===== config.mk =====
export PLATFORM = sky130hd
export DESIGN_NAME = modular_exponentiation
export DESIGN_NICKNAME = d
export VERILOG_FILES = /design/src/rtl/modexp_pkg.sv /design/src/rtl/modular_exponentiation.sv /design/src/rtl/modexp_mulmod.sv
export SDC_FILE = /design/constraint.sdc
export NUM_CORES = 1
export LEC_CHECK = 0
export BUFFER_PORTS_ARGS = -buffer_cell sky130_fd_sc_hd__clkbuf_2
export CAP_MARGIN = 20
export CORE_MARGIN = 2
export CORE_UTILIZATION = 29
export DETAILED_ROUTE_END_ITERATION = 8
export GPL_ROUTABILITY_DRIVEN = 0
export HOLD_SLACK_MARGIN = 0.03
export PLACE_DENSITY = 0.41
export SYNTH_ARGS = -nofsm -noshare
export SYNTH_HDL_FRONTEND = slang
export SYNTH_SLANG_ARGS = --single-unit

===== constraint.sdc =====
create_clock -name aclk -period 11 [get_ports aclk]
set_clock_uncertainty 0.15 [all_clocks]
set_input_delay 0.55 -clock aclk [delete_from_list [all_inputs] [get_ports aclk]]
set_output_delay 0.55 -clock aclk [all_outputs]
set_load 0.01 [all_outputs]

===== src/rtl/modexp_pkg.sv =====
// Shared types and constants for the modular exponentiation block.
// Used by modexp_mulmod and modular_exponentiation; depends on nothing.
package modexp_pkg;

    localparam int DATA_WIDTH      = 32;
    localparam int CFG_INDEX_WIDTH = 8;

    localparam logic [CFG_INDEX_WIDTH-1:0] CFG_MODULUS  = 8'd0;
    localparam logic [CFG_INDEX_WIDTH-1:0] CFG_EXPONENT = 8'd1;

    typedef enum logic [5:0] {
        ST_IDLE   = 6'b000001,
        ST_REDUCE = 6'b000010,
        ST_STEP   = 6'b000100,
        ST_MULT   = 6'b001000,
        ST_SQUARE = 6'b010000,
        ST_DONE   = 6'b100000
    } state_t;

    // Status of the shared modular multiplier as seen by the sequencer.
    typedef struct packed {
        logic busy;
        logic done;
    } mm_status_t;

endpackage


===== src/rtl/modular_exponentiation.sv =====
// Top level of the modular exponentiation block: sequencer, key registers, output register.
// Depends on modexp_pkg and modexp_mulmod.
//
// Computes base_value ^ exponent mod modulus by right-to-left square-and-multiply, all
// on one bit-serial modular multiplier. An item first spends one product reducing the
// base, then, for each exponent bit up to the highest set one, one product for a set bit
// and one squaring (the squaring after the highest set bit is skipped). A zero exponent
// returns 1 without any product. s_ready is high only while no item is in progress; a
// finished result sits in an output register, so the next transaction is taken while
// the previous result waits on m_ready. A zero modulus acts as 2^OPERAND_WIDTH.
// Modulus and exponent may be written only while the block is idle.
module modular_exponentiation #(
    parameter int OPERAND_WIDTH = 32
) (
    input  logic                                   aclk,
    input  logic                                   aresetn,
    input  logic                                   s_valid,
    output logic                                   s_ready,
    input  logic [modexp_pkg::DATA_WIDTH-1:0]      s_base_value,
    output logic                                   m_valid,
    input  logic                                   m_ready,
    output logic [modexp_pkg::DATA_WIDTH-1:0]      m_power_result,
    input  logic                                   cfg_wr_en,
    input  logic [modexp_pkg::CFG_INDEX_WIDTH-1:0] cfg_index,
    input  logic [modexp_pkg::DATA_WIDTH-1:0]      cfg_data
);

    localparam int W = OPERAND_WIDTH;

    modexp_pkg::state_t state_reg, state_next;

    logic [W-1:0] modulus_reg, modulus_next;
    logic [W-1:0] exponent_reg, exponent_next;
    logic [W-1:0] acc_reg, acc_next;
    logic [W-1:0] sq_reg, sq_next;
    logic [W-1:0] e_reg, e_next;
    logic         m_valid_reg, m_valid_next;
    logic [modexp_pkg::DATA_WIDTH-1:0] m_data_reg, m_data_next;

    logic [W:0]   modulus_eff;
    logic [W-1:0] one_mod;
    logic         mm_start;
    logic [W-1:0] mm_a;
    logic [W-1:0] mm_b;
    logic [W-1:0] mm_result;
    modexp_pkg::mm_status_t mm_status;

    // A zero modulus stands for 2^W; one reduced by a modulus of one is zero.
    assign modulus_eff = (modulus_reg == '0) ? {1'b1, {W{1'b0}}} : {1'b0, modulus_reg};
    assign one_mod     = {{(W-1){1'b0}}, (modulus_reg != {{(W-1){1'b0}}, 1'b1})};

    modexp_mulmod #(
        .WIDTH(W)
    ) u_mulmod (
        .aclk        (aclk),
        .aresetn     (aresetn),
        .start       (mm_start),
        .op_a        (mm_a),
        .op_b        (mm_b),
        .modulus_eff (modulus_eff),
        .result      (mm_result),
        .status      (mm_status)
    );

    always_comb begin
        modulus_next  = modulus_reg;
        exponent_next = exponent_reg;
        if (cfg_wr_en) begin
            if (cfg_index == modexp_pkg::CFG_MODULUS) begin
                modulus_next = cfg_data[W-1:0];
            end else if (cfg_index == modexp_pkg::CFG_EXPONENT) begin
                exponent_next = cfg_data[W-1:0];
            end
        end
    end

    always_comb begin
        state_next   = state_reg;
        acc_next     = acc_reg;
        sq_next      = sq_reg;
        e_next       = e_reg;
        m_valid_next = m_valid_reg && !m_ready;
        m_data_next  = m_data_reg;
        mm_start     = 1'b0;
        mm_a         = '0;
        mm_b         = '0;
        unique case (state_reg)
            modexp_pkg::ST_IDLE: begin
                if (s_valid) begin
                    sq_next = s_base_value[W-1:0];
                    e_next  = exponent_reg;
                    if (exponent_reg == '0) begin
                        acc_next   = {{(W-1){1'b0}}, 1'b1};
                        state_next = modexp_pkg::ST_DONE;
                    end else begin
                        // Reduce the base once so every later operand is below the modulus.
                        acc_next   = one_mod;
                        mm_start   = 1'b1;
                        mm_a       = s_base_value[W-1:0];
                        mm_b       = one_mod;
                        state_next = modexp_pkg::ST_REDUCE;
                    end
                end
            end
            modexp_pkg::ST_REDUCE: begin
                if (mm_status.done) begin
                    sq_next    = mm_result;
                    state_next = modexp_pkg::ST_STEP;
                end
            end
            modexp_pkg::ST_STEP: begin
                priority if (e_reg == '0) begin
                    state_next = modexp_pkg::ST_DONE;
                end else if (e_reg[0]) begin
                    mm_start   = 1'b1;
                    mm_a       = acc_reg;
                    mm_b       = sq_reg;
                    state_next = modexp_pkg::ST_MULT;
                end else begin
                    mm_start   = 1'b1;
                    mm_a       = sq_reg;
                    mm_b       = sq_reg;
                    state_next = modexp_pkg::ST_SQUARE;
                end
            end
            modexp_pkg::ST_MULT: begin
                if (mm_status.done) begin
                    // Clearing the bit sends the next step to the squaring, or to the end.
                    acc_next   = mm_result;
                    e_next     = {e_reg[W-1:1], 1'b0};
                    state_next = modexp_pkg::ST_STEP;
                end
            end
            modexp_pkg::ST_SQUARE: begin
                if (mm_status.done) begin
                    sq_next    = mm_result;
                    e_next     = {1'b0, e_reg[W-1:1]};
                    state_next = modexp_pkg::ST_STEP;
                end
            end
            modexp_pkg::ST_DONE: begin
                if (!m_valid_reg || m_ready) begin
                    m_valid_next = 1'b1;
                    m_data_next  = modexp_pkg::DATA_WIDTH'(acc_reg);
                    state_next   = modexp_pkg::ST_IDLE;
                end
            end
            default: begin
                state_next = modexp_pkg::ST_IDLE;
            end
        endcase
    end

    always_ff @(posedge aclk) begin
        if (!aresetn) begin
            state_reg    <= modexp_pkg::ST_IDLE;
            modulus_reg  <= {{(W-1){1'b0}}, 1'b1};
            exponent_reg <= {{(W-1){1'b0}}, 1'b1};
            m_valid_reg  <= 1'b0;
        end else begin
            state_reg    <= state_next;
            modulus_reg  <= modulus_next;
            exponent_reg <= exponent_next;
            m_valid_reg  <= m_valid_next;
        end
        acc_reg    <= acc_next;
        sq_reg     <= sq_next;
        e_reg      <= e_next;
        m_data_reg <= m_data_next;
    end

    assign s_ready        = (state_reg == modexp_pkg::ST_IDLE);
    assign m_valid        = m_valid_reg;
    assign m_power_result = m_data_reg;

    a_ready_unit_idle: assert property (@(posedge aclk) disable iff (!aresetn)
        s_ready |-> !mm_status.busy)
        else $error("input ready while the multiplier is still busy");

    a_done_in_wait_state: assert property (@(posedge aclk) disable iff (!aresetn)
        mm_status.done |-> (state_reg == modexp_pkg::ST_REDUCE ||
                            state_reg == modexp_pkg::ST_MULT ||
                            state_reg == modexp_pkg::ST_SQUARE))
        else $error("multiplier finished while the sequencer was not waiting");

    a_exp_nonzero_in_op: assert property (@(posedge aclk) disable iff (!aresetn)
        (state_reg == modexp_pkg::ST_MULT || state_reg == modexp_pkg::ST_SQUARE)
            |-> (e_reg != '0))
        else $error("product in progress with no exponent bits left");

    a_result_from_done: assert property (@(posedge aclk) disable iff (!aresetn)
        $rose(m_valid_reg) |-> $past(state_reg == modexp_pkg::ST_DONE))
        else $error("result raised outside the completion state");

endmodule


===== src/rtl/modexp_mulmod.sv =====
// Bit-serial interleaved modular multiplier, one bit of the serial operand per cycle.
// Depends on modexp_pkg for the status struct.
module modexp_mulmod #(
    parameter int WIDTH = 32
) (
    input  logic                     aclk,
    input  logic                     aresetn,
    input  logic                     start,
    input  logic [WIDTH-1:0]         op_a,
    input  logic [WIDTH-1:0]         op_b,
    input  logic [WIDTH:0]           modulus_eff,
    output logic [WIDTH-1:0]         result,
    output modexp_pkg::mm_status_t   status
);

    localparam int CNT_WIDTH = $clog2(WIDTH);

    logic [WIDTH-1:0]     a_reg, a_next;
    logic [WIDTH-1:0]     b_reg, b_next;
    logic [WIDTH-1:0]     r_reg, r_next;
    logic [CNT_WIDTH-1:0] cnt_reg, cnt_next;
    logic                 busy_reg, busy_next;
    logic                 done_reg, done_next;

    logic [WIDTH+1:0] sum;
    logic [WIDTH+1:0] n1;
    logic [WIDTH+1:0] n2;
    logic [WIDTH+1:0] reduced;

    // The serial operand may be unreduced; the addend and the partial result are
    // below the modulus, so the sum stays below three times it.
    always_comb begin
        n1  = {1'b0, modulus_eff};
        n2  = {modulus_eff, 1'b0};
        sum = {1'b0, r_reg, 1'b0} + (a_reg[WIDTH-1] ? {2'b00, b_reg} : '0);
        priority if (sum >= n2) begin
            reduced = sum - n2;
        end else if (sum >= n1) begin
            reduced = sum - n1;
        end else begin
            reduced = sum;
        end
    end

    always_comb begin
        a_next    = a_reg;
        b_next    = b_reg;
        r_next    = r_reg;
        cnt_next  = cnt_reg;
        busy_next = busy_reg;
        done_next = 1'b0;
        if (start) begin
            a_next    = op_a;
            b_next    = op_b;
            r_next    = '0;
            cnt_next  = CNT_WIDTH'(WIDTH - 1);
            busy_next = 1'b1;
        end else if (busy_reg) begin
            a_next   = {a_reg[WIDTH-2:0], 1'b0};
            r_next   = reduced[WIDTH-1:0];
            cnt_next = cnt_reg - 1'b1;
            if (cnt_reg == '0) begin
                busy_next = 1'b0;
                done_next = 1'b1;
            end
        end
    end

    always_ff @(posedge aclk) begin
        if (!aresetn) begin
            busy_reg <= 1'b0;
            done_reg <= 1'b0;
        end else begin
            busy_reg <= busy_next;
            done_reg <= done_next;
        end
        a_reg   <= a_next;
        b_reg   <= b_next;
        r_reg   <= r_next;
        cnt_reg <= cnt_next;
    end

    assign result      = r_reg;
    assign status.busy = busy_reg;
    assign status.done = done_reg;

    a_start_idle: assert property (@(posedge aclk) disable iff (!aresetn)
        start |-> !busy_reg)
        else $error("multiplier started while busy");

    a_last_bit_done: assert property (@(posedge aclk) disable iff (!aresetn)
        (busy_reg && cnt_reg == '0 && !start) |=> (done_reg && !busy_reg))
        else $error("multiplier did not finish after its last bit");

    a_done_after_busy: assert property (@(posedge aclk) disable iff (!aresetn)
        done_reg |-> $past(busy_reg))
        else $error("done pulse without a preceding busy cycle");

endmodule

After elaboration in Yosys (flattened, before gate mapping)
Index checks and enable logic that the tools add are counted.

word-level totals
  flip-flop bits (word level) = 302
  input port bits = 77
  logic and storage cells = 106

cells by class
  add/subtract/negate cells = 4
  $lt $le $gt $ge = 2
  equality and inequality tests = 14
  muxes and demuxes = 42
  bitwise gates (word level) = 4
  reductions and logical operators = 25

operators with widths
  cell                                                               number
  32-bit 2-to-1 mux                                                  15
  32-bit case mux with 2 select lines                                4
  32-bit logical NOT                                                 3
  32-bit case mux with 3 select lines                                1
  32-bit subtractor                                                  2
  33-bit by 32-bit adder with 34-bit output                          1
  34-bit by 33-bit greater-or-equal comparator with 1-bit output     1
  34-bit greater-or-equal comparator                                 1
  33-bit 2-to-1 mux                                                  1
  32-bit by 1-bit != test with 1-bit output (second input constant)  1
  6-bit 2-to-1 mux                                                   5
  6-bit case mux with 4 select lines                                 1
  1-bit 2-to-1 mux                                                   13
  3-bit AND reduction                                                4
  8-bit by 1-bit == test with 1-bit output (second input constant)   1
  8-bit logical NOT                                                  1
  2-bit by 1-bit != test with 1-bit output (second input constant)   4
  4-bit AND reduction                                                2
  2-bit nonzero test                                                 4
  6-bit by 1-bit == test with 1-bit output (second input constant)   1
  6-bit by 2-bit == test with 1-bit output (second input constant)   1
  6-bit by 3-bit == test with 1-bit output (second input constant)   1
  6-bit by 4-bit == test with 1-bit output (second input constant)   1
  6-bit by 5-bit == test with 1-bit output (second input constant)   1
  other kinds (14)                                                   21

Depth between registers and ports, before layout
Gate-level depths: netlist of run 1.

  depth in word-level cells = 5
  gate-level depth with buffers = 27

Cells and area by module
From an unflattened synthesis of run 1, not the netlist that was laid out.

second synthesis, totals
  cell total of the unflattened synthesis = 1,831
  area, all modules = 18,537.8 um^2

by module, submodules not included
  module                  times used  cells each  area an instance (um^2)  sequential area each (um^2)
  modexp_mulmod           1           1,138       9,796.9                  2,702.6
  modular_exponentiation  1           693         8,740.9                  5,265.0

Worst setup path before layout of run 1
Ideal clock, no wire load.

  path type = flip-flop to flip-flop
  from = register u_mulmod.a_reg[31]
  to = register u_mulmod.r_reg[2] (netlist: u_mulmod.result[2])
  library setup time = 0.116 ns
  arrival time = 5.208 ns
  required time = 10.734 ns
  setup slack = 5.527 ns
  stages on the path, launching flop included = 25
  period minus slack after synthesis = 5.473 ns
  cell sequence = edfxtp_1 -> clkbuf_1 -> and2_1 -> ha_1 -> a2111oi_0 -> o21ai_1 -> o21ai_1 -> o21ai_2 -> a311oi_1 -> o31ai_1 -> a2111oi_0 -> nor3_1 -> ha_1 -> nor2_1 -> nor3b_1 -> or4_1 -> a31o_2 -> a21oi_2 -> nand3_1 -> o211ai_2 -> a21o_1 -> clkbuf_1 -> o21ai_0 -> a21oi_1 -> nor2_1

on the way
  cells in the longest elaborated chain, start to end = 5

RTL lines
  what                                                                                                        RTL line                                  source
  start, declared                                                                                             modexp_mulmod.sv:18                       logic [WIDTH-1:0] a_reg, a_next;
  start signal, assigned                                                                                      modexp_mulmod.sv:77                       a_reg <= a_next;
  32-bit 2-to-1 mux (*)                                                                                       modexp_mulmod.sv:35                       sum = {1'b0, r_reg, 1'b0} + (a_reg[WIDTH-1] ? {2'b00, b_reg} : '0);
  33-bit by 32-bit adder with 34-bit output (*)                                                               modexp_mulmod.sv:35
  32-bit subtractor / 34-bit by 33-bit greater-or-equal comparator with 1-bit output (equally long branches)  modexp_mulmod.sv:39, modexp_mulmod.sv:38
  32-bit 2-to-1 mux                                                                                           modexp_mulmod.sv:38                       end else if (sum >= n1) begin
  32-bit 2-to-1 mux (*)                                                                                       modexp_mulmod.sv:36                       priority if (sum >= n2) begin
  end signal, assigned                                                                                        modexp_mulmod.sv:79                       r_reg <= r_next;
  end, declared                                                                                               modexp_mulmod.sv:20                       logic [WIDTH-1:0] r_reg, r_next;

Mark *: on every way between the ends. The rest lies on a longest branch, timed or not.
A chain may end at the register's enable or synchronous reset.

Worst setup path in the final report of run 1
  from = register u_mulmod.a_reg[31]
  to = register u_mulmod.r_reg[31] (netlist: u_mulmod.result[31])

Same word-level chain as after synthesis.

==> results.env, run 1 <==
SYN_TO_FINAL_GROWTH_PCT=14.7
MAXIMUM_CELL_STAGE_DELAY_ALONG_THE_CRITICAL_PATH_NS=0.73
CORE_REGION_AREA_UM2=61500
SYN_AREA_PER_CELL_UM2=9.86
POST_SYNTH_FA_HA_MAJ_AREA_FRACTION_PCT=6.95
POST-PLACE-WS_NS=3.81
DIE_Y_UM=253
COMBINATIONAL_FRACTION_OF_DESIGN_POWER_PCT=56.7
POST-LAYOUT-TOTAL-POWER_mW=6.55
POST_SYNTH_INSTANCE_AREA_UM2=18000
DETAIL_ROUTE.FIRST_PASS.ITERATIONS=5
SYNTH_XOR_AREA_SHARE_PCT=3.85
DIE_W_UM=253
NUMPLACEDINSTANCES=2658
CELL_INTERNAL_PWR_mW=3.61
CTSROOTBUFFERMASTER='clkbuf_16'
MOST_FREQUENT_CELLS_IN_THE_LAYOUT='nand2_1 (208), edfxtp_1 (192), nor2_1 (118)'
DRC_ERRORS=0
SYNTH.AREA.MUX_SHARE_PCT=5.32
POST_SYNTH_MAIN_AREA_CONTRIBUTORS='edfxtp_1 (32%), dfxtp_1 (12%), ha_1 (6.6%)'
MAX_CAP_VIOL_COUNT=0
SYNTH.TOP_CELL.AREA_SHARE_PCT=32.1
CTS_MADE_BUFFERS=38
TIMING.CRITICAL_PATH.CELLS='buf_4, and2_1, ha_1, a2111oi_0, o21ai_1, o21ai_1, o21ai_2, a311oi_1, o31ai_1, a41o_1, nor3_1, ha_1, nor2_1, nor3b_1, or4_1, a31o_2, a21oi_2, nand3_1, o211ai_2, a21o_1, nand3_1, o221a_2, o211a_1'
FP-ROW-COUNT=91
SYNTH_SIMPLE_GATE_AREA_SHARE_PCT=16.6
DETAIL_ROUTE.VIAS_PER_CELL=5.21
SYNTH-COMPOUND-AREA-SHARE_PCT=19.5
POWER.LEAKAGE_nW=7.96
ANTENNA_FOUND_INITIAL=1
RUN_STATUS='finished clean'
LAYOUT-DRIVE-GT1-SHARE_PCT=14.2
SLOWEST_STAGE='a21o_1'
SYNTHESIS.NETS=1995
CTSLONGESTPATHBUFFERS=3
CLOCK.FMAX_GHz=0.139
WHS_NS=0.109
WIRE_PER_INST_UM=20.8
FINAL_LAYOUT_SETUP_TOTAL_NEGATIVE_SLACK_NS=0
ROUTED_LENGTH_ON_MET3_UM=2450
VDD.IR_DROP.WORST_V=0.000161
ASYNC_FLOP_SHARE_PCT=0
FINALNONFILLERCELLS=2727
NUM-NETS-FINAL=2082
FIN_UTIL_PCT=33.5
MOST_FREQUENT_STANDARD_CELL_IN_THE_LAYOUT_EXCLUDING_FILL_AND_TAP_CELLS='nand2_1'
FF2FF_SETUP_SLACK_NS=3.81
POWER_FRAC_CLOCK_PCT=19.0
WL_MET2_UM=24600
SYNTH.LARGEST_AREA_CELL='edfxtp_1'
YOSYS.CELL_TYPES.COUNT=92
HTREEDEPTH=2
TIMING_WORST_SLEW_PIN_VALUE_NS=1.06
POST-CTS-SETUP-BUFFERS=0
TIMING.CRITICAL_PATH.ARRIVAL_NS=7.47
CTS.CLK_SLEW.WORST_PATHS_NS=0.06
SLEW_VIOLATIONS=0
GRT_PASS1_WL_UM=86700
SYNTH-EDFF-COUNT=192
TIMING.FINAL.HOLD_VIOLATIONS=0
MIN_PATH_CELLS=3
REGTOREGENDPOINT='u_mulmod.result[31]'
POST_CTS_HOLD_BUFFER_COUNT=0
COMBINATIONAL_FAMILY_WITH_THE_MOST_AREA_AFTER_SYNTHESIS='compound AO/OA/AOI/OAI gates'
YS_WARN_COUNT=0
SYNTH_CELLS=1821
DETAILED_PLACE.AREA_UM2=19400
GRT_OVERFLOW=0
TRITONCTS='done'
DRT.ANTENNA.VIOLATING_NETS=0
POWER_DENSITY_nW_PER_UM2=318
ANTENNADIODECOUNT=0
CLOCK_SINK_COUNT=302
POST-DP-HPWL_UM=41100
FINALCRITICALPERIOD_NS=7.19
POST-ROUTE-PERIOD-UTIL_PCT=65.3
CP_MAX_FO=32
DIE_AREA_UM2=63900
GRT_USAGE_PCT=17.7
VIAS=14200
CRIT_PATH_START_KIND='register'
WORST_SKEW_PAIR.LATE_LATENCY_NS=0.57
HOLD_CRITICAL_PATH_ENDPOINT='exponent_reg[9]'
LARGEST_NET_DEGREE_AT_THE_START_OF_GLOBAL_ROUTING=74
MIN-DELAY-START='cfg_data[9]'
NETSWITCHINGFRACTION_PCT=44.9
START_UTIL_PCT=29.2
NUMBER_OF_SETUP_VIOLATIONS_IN_THE_FINAL_REPORT=0
CP_DATA_REQUIRED_TIME_NS=11.29
SWITCHING_POWER_mW=2.94
MIN-DELAY-PATH-CLASS='input port to register'
GRT_SETUP_UNREPAIRED='false'
SYNTHFLOPTYPE='edfxtp_1'
ROUTED_WIRELENGTH_UM=56800
TIMING.SLEW.HEADROOM_PCT=29.3
WL_MET1_UM=29000
PORT_BUFFERS=110
SEQPWRFRAC_PCT=24.3
CRITICAL_PATH_CLASS='register to register'
CP-END-KIND='register'
DRT_ITER0_DRC=954
SYNTH_SEQ_CELLS=302
CTS_RESIZED=0
GRT_PASS1_VIAS=14100
SETUP_WS_NS=3.81
WORST_R2R_PATH_DEPTH=23
SYNTH_SEQ_AREA_SHARE_PCT=44.4
TOPROUTINGLAYERUSED='met4'
RR_STARTPOINT='u_mulmod.a_reg[31]'
BOUNDARYPINS=111
FINAL_AREA_UM2=20600
==> power by group through the flow <==
stage          sequential [mW]  clock (mW)  combinational (mW)
2_1_floorplan             1.55           0                2.77
3_3_place_gp              1.62           0                3.65
3_5_place_dp              1.62           0                3.67
4_1_cts                   1.60        1.28                3.68
5_1_grt                   1.62        1.32                4.08
6_report                  1.59        1.24                3.71
==> routing by layer <==
metal	up-vias	GRT usage (%)
met5	-	0
met4	0	3.80
met3	59	2.24
met2	339	27.5
met1	6895	26.0
li1	6921	-
==> kinds of logic (layout without fill, tap and decap cells) <==
group | count (synthesis) | in the layout
mux | 89 | 89
buf+inv | 152 | 268
simple gates | 614 | 614
fa+ha+maj | 98 | 98
compound gates | 487 | 487
flops | 302 | 302
xor+xnor | 79 | 79
==> critical path: cells and delay by family, from the launching register on <==
kind	cells	cell delay, ns
and+or+nand+nor	7	1.77
DFF	1	0.35
AOI/OAI and AO/OA	13	3.74
buffers and inverters	1	0.23
adders and majority gates	2	0.76
==> layout make-up <==
| cell class | count | area, um2 |
|---|---|---|
| Fill cell | 6328 | 40900 |
| Multi-Input combinational cell | 1367 | 9450 |
| Sequential cell | 302 | 7970 |
| Clock buffer | 52 | 1030 |
| Tap cell | 790 | 988 |
| Timing Repair Buffer | 132 | 716 |
| Inverter | 67 | 251 |
| Clock inverter | 17 | 185 |
==> worst max path at each step <==
stage          slack (ns)                from             endpoint  cells past startpoint
4_1_cts              3.81  u_mulmod.a_reg[31]  u_mulmod.result[31]                     23
2_1_floorplan        5.53  u_mulmod.a_reg[31]   u_mulmod.result[2]                     24
3_3_place_gp         4.08  u_mulmod.a_reg[31]  u_mulmod.result[30]                     23
3_5_place_dp         3.81  u_mulmod.a_reg[31]  u_mulmod.result[30]                     23
6_report             3.81  u_mulmod.a_reg[31]  u_mulmod.result[31]                     23
5_1_grt              3.24  u_mulmod.a_reg[31]  u_mulmod.result[31]                     23
==> cell usage after synthesis (10+ instances only) <==
cell and count:
clkbuf_1 77, xnor2_1 46, a221o_1 33, a22o_1 32, and3_1 11, inv_1 66
a31oi_1 18, a21boi_0 66, a21oi_1 90, o21a_1 13, nand2_1 208, mux2_2 39
nand3_1 37, o21ai_1 17, edfxtp_1 192, o31ai_1 10, ha_1 94, nand4_1 24
a211oi_1 19, mux2i_1 41, and2_1 100, a21o_1 34, o21bai_1 15, nor3_1 28
o21ai_0 65, xor2_1 33, nor2_1 123, nor4_1 31, dfxtp_1 110, nand2b_1 10
Power figures use the tool's default switching activity.
==> run 2: changes to the inputs <==
--- a/config.mk
+++ b/config.mk
@@ -5,6 +5,7 @@
 export SDC_FILE = /design/constraint.sdc
 export NUM_CORES = 1
 export LEC_CHECK = 0
+export ABC_AREA = 1
 export BUFFER_PORTS_ARGS = -buffer_cell sky130_fd_sc_hd__clkbuf_2
 export CAP_MARGIN = 20
 export CORE_MARGIN = 2
==> constraint.sdc (replaced) <==
create_clock -name aclk -period 6.9 [get_ports aclk]
set_clock_uncertainty 0.15 [all_clocks]
set_input_delay 0.345 -clock aclk [delete_from_list [all_inputs] [get_ports aclk]]
set_output_delay 0.345 -clock aclk [all_outputs]
set_load 0.01 [all_outputs]
==> run 2 against run 1 <==
Via count increased by 11%. Largest cell class unchanged. Final cell count increased by 19%. Clock-buffer cell count decreased by 3. Maximum frequency increased by 16%. Critical path depth increased by 7. Synthesized cell count increased by 25%. Critical endpoint is now u_mulmod.result[27]. Design area increased by 3.3%. Utilization increased by 1.2 points. Non-clock buffer count increased by 68. Global-route usage increased by 1.0 points. Register-to-register slack got worse by 3.1 ns.
==> results.env, run 2 <==
MOST_FREQUENT_STANDARD_CELL_IN_THE_LAYOUT_EXCLUDING_FILL_AND_TAP_CELLS='nand2_1'  # unchanged
LAYOUT-DRIVE-GT1-SHARE_PCT=9.91  # was 14.2%
NUM-NETS-FINAL=2606  # was 2082
MOST_FREQUENT_CELLS_IN_THE_LAYOUT='nand2_1 (531), inv_1 (272), nor2_1 (218)'  # was nand2_1 (208), edfxtp_1 (192), nor2_1 (118)
SYNTH_SEQ_CELLS=302  # unchanged
CP_TOP_FAMILY='simple AND/OR/NAND/NOR gates'  # was compound AO/OA/AOI/OAI gates
SYNTH_TOP_CELLS_BY_COUNT='nand2_1 (533), inv_1 (272), nor2_1 (220), edfxtp_1 (192), a21oi_1 (183)'  # was nand2_1 (208), edfxtp_1 (192), nor2_1 (123), dfxtp_1 (110), and2_1 (100)
CRITICAL_PATH_CLASS='register to register'  # unchanged
CP_MAX_FO=35  # was 32
ROUTED_WIRELENGTH_UM=59600  # was 56800 um
CRIT_PATH_START_KIND='register'  # unchanged
POST-DP-HPWL_UM=44700  # was 41100 um
SYN_TO_FINAL_GROWTH_PCT=18.8  # was 14.7%
DIE_W_UM=253  # about the same
DIE_AREA_UM2=63800  # was 63900 um2
SYNTH_SEQ_AREA_SHARE_PCT=44.5  # was 44.4%
DRT_ITER0_DRC=914  # was 954
MAX_CAP_VIOL_COUNT=0  # unchanged
YOSYS.CELL_TYPES.COUNT=47  # was 92
GRT_OVERFLOW=0  # unchanged
TIMING.CRITICAL_PATH.ARRIVAL_NS=6.51  # was 7.47 ns
SYNTHESIS.NETS=2446  # was 1995
RUN_STATUS='finished clean'  # unchanged
DETAIL_ROUTE.VIAS_PER_CELL=4.87  # was 5.21
YS_WARN_COUNT=0  # unchanged
FINALCRITICALPERIOD_NS=6.19  # was 7.19 ns
CRIT_TOP_CELL='nand2_1'
DETAILED_PLACE.AREA_UM2=19300  # was 19400 um2
CTSROOTBUFFERMASTER='clkbuf_16'  # unchanged
SYNTH.TOP_CELL.AREA_SHARE_PCT=32.2  # was 32.1%
CORE_REGION_AREA_UM2=61400  # was 61500 um2
POST_SYNTH_INSTANCE_AREA_UM2=17900  # was 18000 um2
CP_DATA_REQUIRED_TIME_NS=7.22  # was 11.29 ns
CTSLONGESTPATHBUFFERS=3  # unchanged
SLEW_VIOLATIONS=0  # unchanged
NUMBER_OF_SETUP_VIOLATIONS_IN_THE_FINAL_REPORT=0  # unchanged
TRITONCTS='done'  # unchanged
FINAL_AREA_UM2=21300  # was 20600 um2
CP-END-KIND='register'  # unchanged
DETAIL_ROUTE.FIRST_PASS.ITERATIONS=7  # was 5
FP-ROW-COUNT=91  # unchanged
CLOCK_SINK_COUNT=302  # unchanged
POST-ROUTE-PERIOD-UTIL_PCT=89.7  # was 65.3%
TIMING.FINAL.HOLD_VIOLATIONS=0  # unchanged
DRC_ERRORS=0  # unchanged
SETUP_WS_NS=0.714  # was 3.81 ns
SYN_AREA_PER_CELL_UM2=7.88  # was 9.86 um2
GRT_USAGE_PCT=18.7  # was 17.7%
SYNTH.LARGEST_AREA_CELL='edfxtp_1'  # unchanged
POST-PLACE-WS_NS=0.708  # was 3.81 ns
GRT_SETUP_UNREPAIRED='false'  # unchanged
CRIT_BUF_INV=6  # was 1
PORT_BUFFERS=110  # unchanged
TIMING.SLEW.HEADROOM_PCT=19.2  # was 29.3%
START_UTIL_PCT=29.2  # about the same
TIMING_WORST_SLEW_PIN_VALUE_NS=1.20  # was 1.06 ns
ASYNC_FLOP_SHARE_PCT=0  # unchanged
SLOWEST_STAGE='edfxtp_1'  # was a21o_1
MAXIMUM_CELL_STAGE_DELAY_ALONG_THE_CRITICAL_PATH_NS=0.71  # was 0.73 ns
CTS.CLK_SLEW.WORST_PATHS_NS=0.06  # about the same
GRT_PASS1_WL_UM=92100  # was 86700 um
ANTENNA_FOUND_INITIAL=0  # was 1
CLOCK.FMAX_GHz=0.162  # was 0.139 GHz
VIAS=15800  # was 14200
FINAL_LAYOUT_SETUP_TOTAL_NEGATIVE_SLACK_NS=0  # unchanged
DRT.ANTENNA.VIOLATING_NETS=0  # unchanged
MIN-DELAY-PATH-CLASS='input port to register'  # unchanged
GRT_PASS1_VIAS=15800  # was 14100
POST_SYNTH_MAIN_AREA_CONTRIBUTORS='edfxtp_1 (32%), dfxtp_1 (12%), nand2_1 (11%)'  # was edfxtp_1 (32%), dfxtp_1 (12%), ha_1 (6.6%)
SYNTH-EDFF-COUNT=192  # unchanged
LARGEST_NET_DEGREE_AT_THE_START_OF_GLOBAL_ROUTING=70  # was 74
DIE_Y_UM=253  # about the same
MOST_REPEATED_CELL_IN_THE_GATE_LEVEL_NETLIST_AFTER_SYNTHESIS='nand2_1'  # unchanged
SYNTHFLOPTYPE='edfxtp_1'  # unchanged
HTREEDEPTH=2  # unchanged
WIRE_PER_INST_UM=18.3  # was 20.8 um
CTS_MADE_BUFFERS=39  # was 38
SYNTH_CELLS=2272  # was 1821
BOUNDARYPINS=111  # unchanged
WORST_SKEW_PAIR.LATE_LATENCY_NS=0.57  # about the same
ANTENNADIODECOUNT=0  # unchanged
run 2: cell types whose count changed after synthesis, sizes merged, moves of 48 or more:
cell	before	now
a21boi	67	3
a21oi	93	184
and2	101	2
inv	67	274
mux2	48	0
nand2	209	547
nand3	38	119
nor2	125	227
o21ai	85	171
run 2: logic make-up (layout without fill, tap and decap cells):
family                   after synthesis  after routing  share of synthesized area, %
AND/OR/NAND/NOR                      986            986                          23.2
AO/OA/AOI/OAI                        462            462                          14.5
buffers and inverters                358            548                          7.73
flip-flops                           302            302                          44.5
adder cells (fa/ha/maj)               97             97                          6.90
XOR/XNOR                              67             67                          3.28
run 2: timing repair:
item                      in CTS  in global routing
setup buffers                  0                  0
gates resized for setup        0                  0
hold endpoints to repair     109                  0
hold buffers                  66                  0
run 2: area by class of cell:
class,instances,area [um2]
clock inverters,22,218
fillers,6470,40100
repair buffers,200,1400
clock buffers,49,1040
inverters,277,1040
flip-flops and latches,302,7970
well taps,790,988
multi-input cells,1612,8620
run 2: path summary, 6_finish.rpt:
kind | startpoint | end | slack (ns) | depth (start not counted)
worst max-delay path | u_mulmod.a_reg[31] | u_mulmod.result[27] | 0.71 | 30
worst min-delay path | cfg_wr_en | modulus_reg[0] | 0.07 | 3
worst max register to register | u_mulmod.a_reg[31] | u_mulmod.result[27] | 0.71 | 30
worst min register to register | acc_reg[7] | m_power_result[7] | 0.30 | 0
run 2: per-layer routing:
metal | vias up | GRT usage [%] | share of wire [%]
met4 | 0 | 5.51 | 2.6
met5 | - | 0 | 0
met3 | 79 | 2.25 | 4.0
li1 | 7992 | - | -
met2 | 390 | 29.9 | 44
met1 | 7365 | 26.3 | 49
run 2: worst reg2reg max path, delay by kind of cell (launching register included):
kind / cells / cell delay (ns)
fa+ha+maj: 2 / 0.68
buf+inv: 6 / 1.27
compound gates: 5 / 0.85
xor+xnor: 1 / 0.32
simple gates: 16 / 2.11
flops: 1 / 0.71
run 2: through the flow:
step           cells  hold WS, ns  utilization (%)
2_1_floorplan   2272        0.277                -
3_3_place_gp    3114        0.287             31.5
3_5_place_dp    3114        0.286             31.5
4_1_cts         3251       0.0543             34.6
5_1_grt         3252       0.0753             34.7
6_report        3252       0.0718             34.7
Power of run 2 is left out: the tool's default activity adds up to more than one toggle a clock period on the data nets, which glitch-free logic cannot reach.
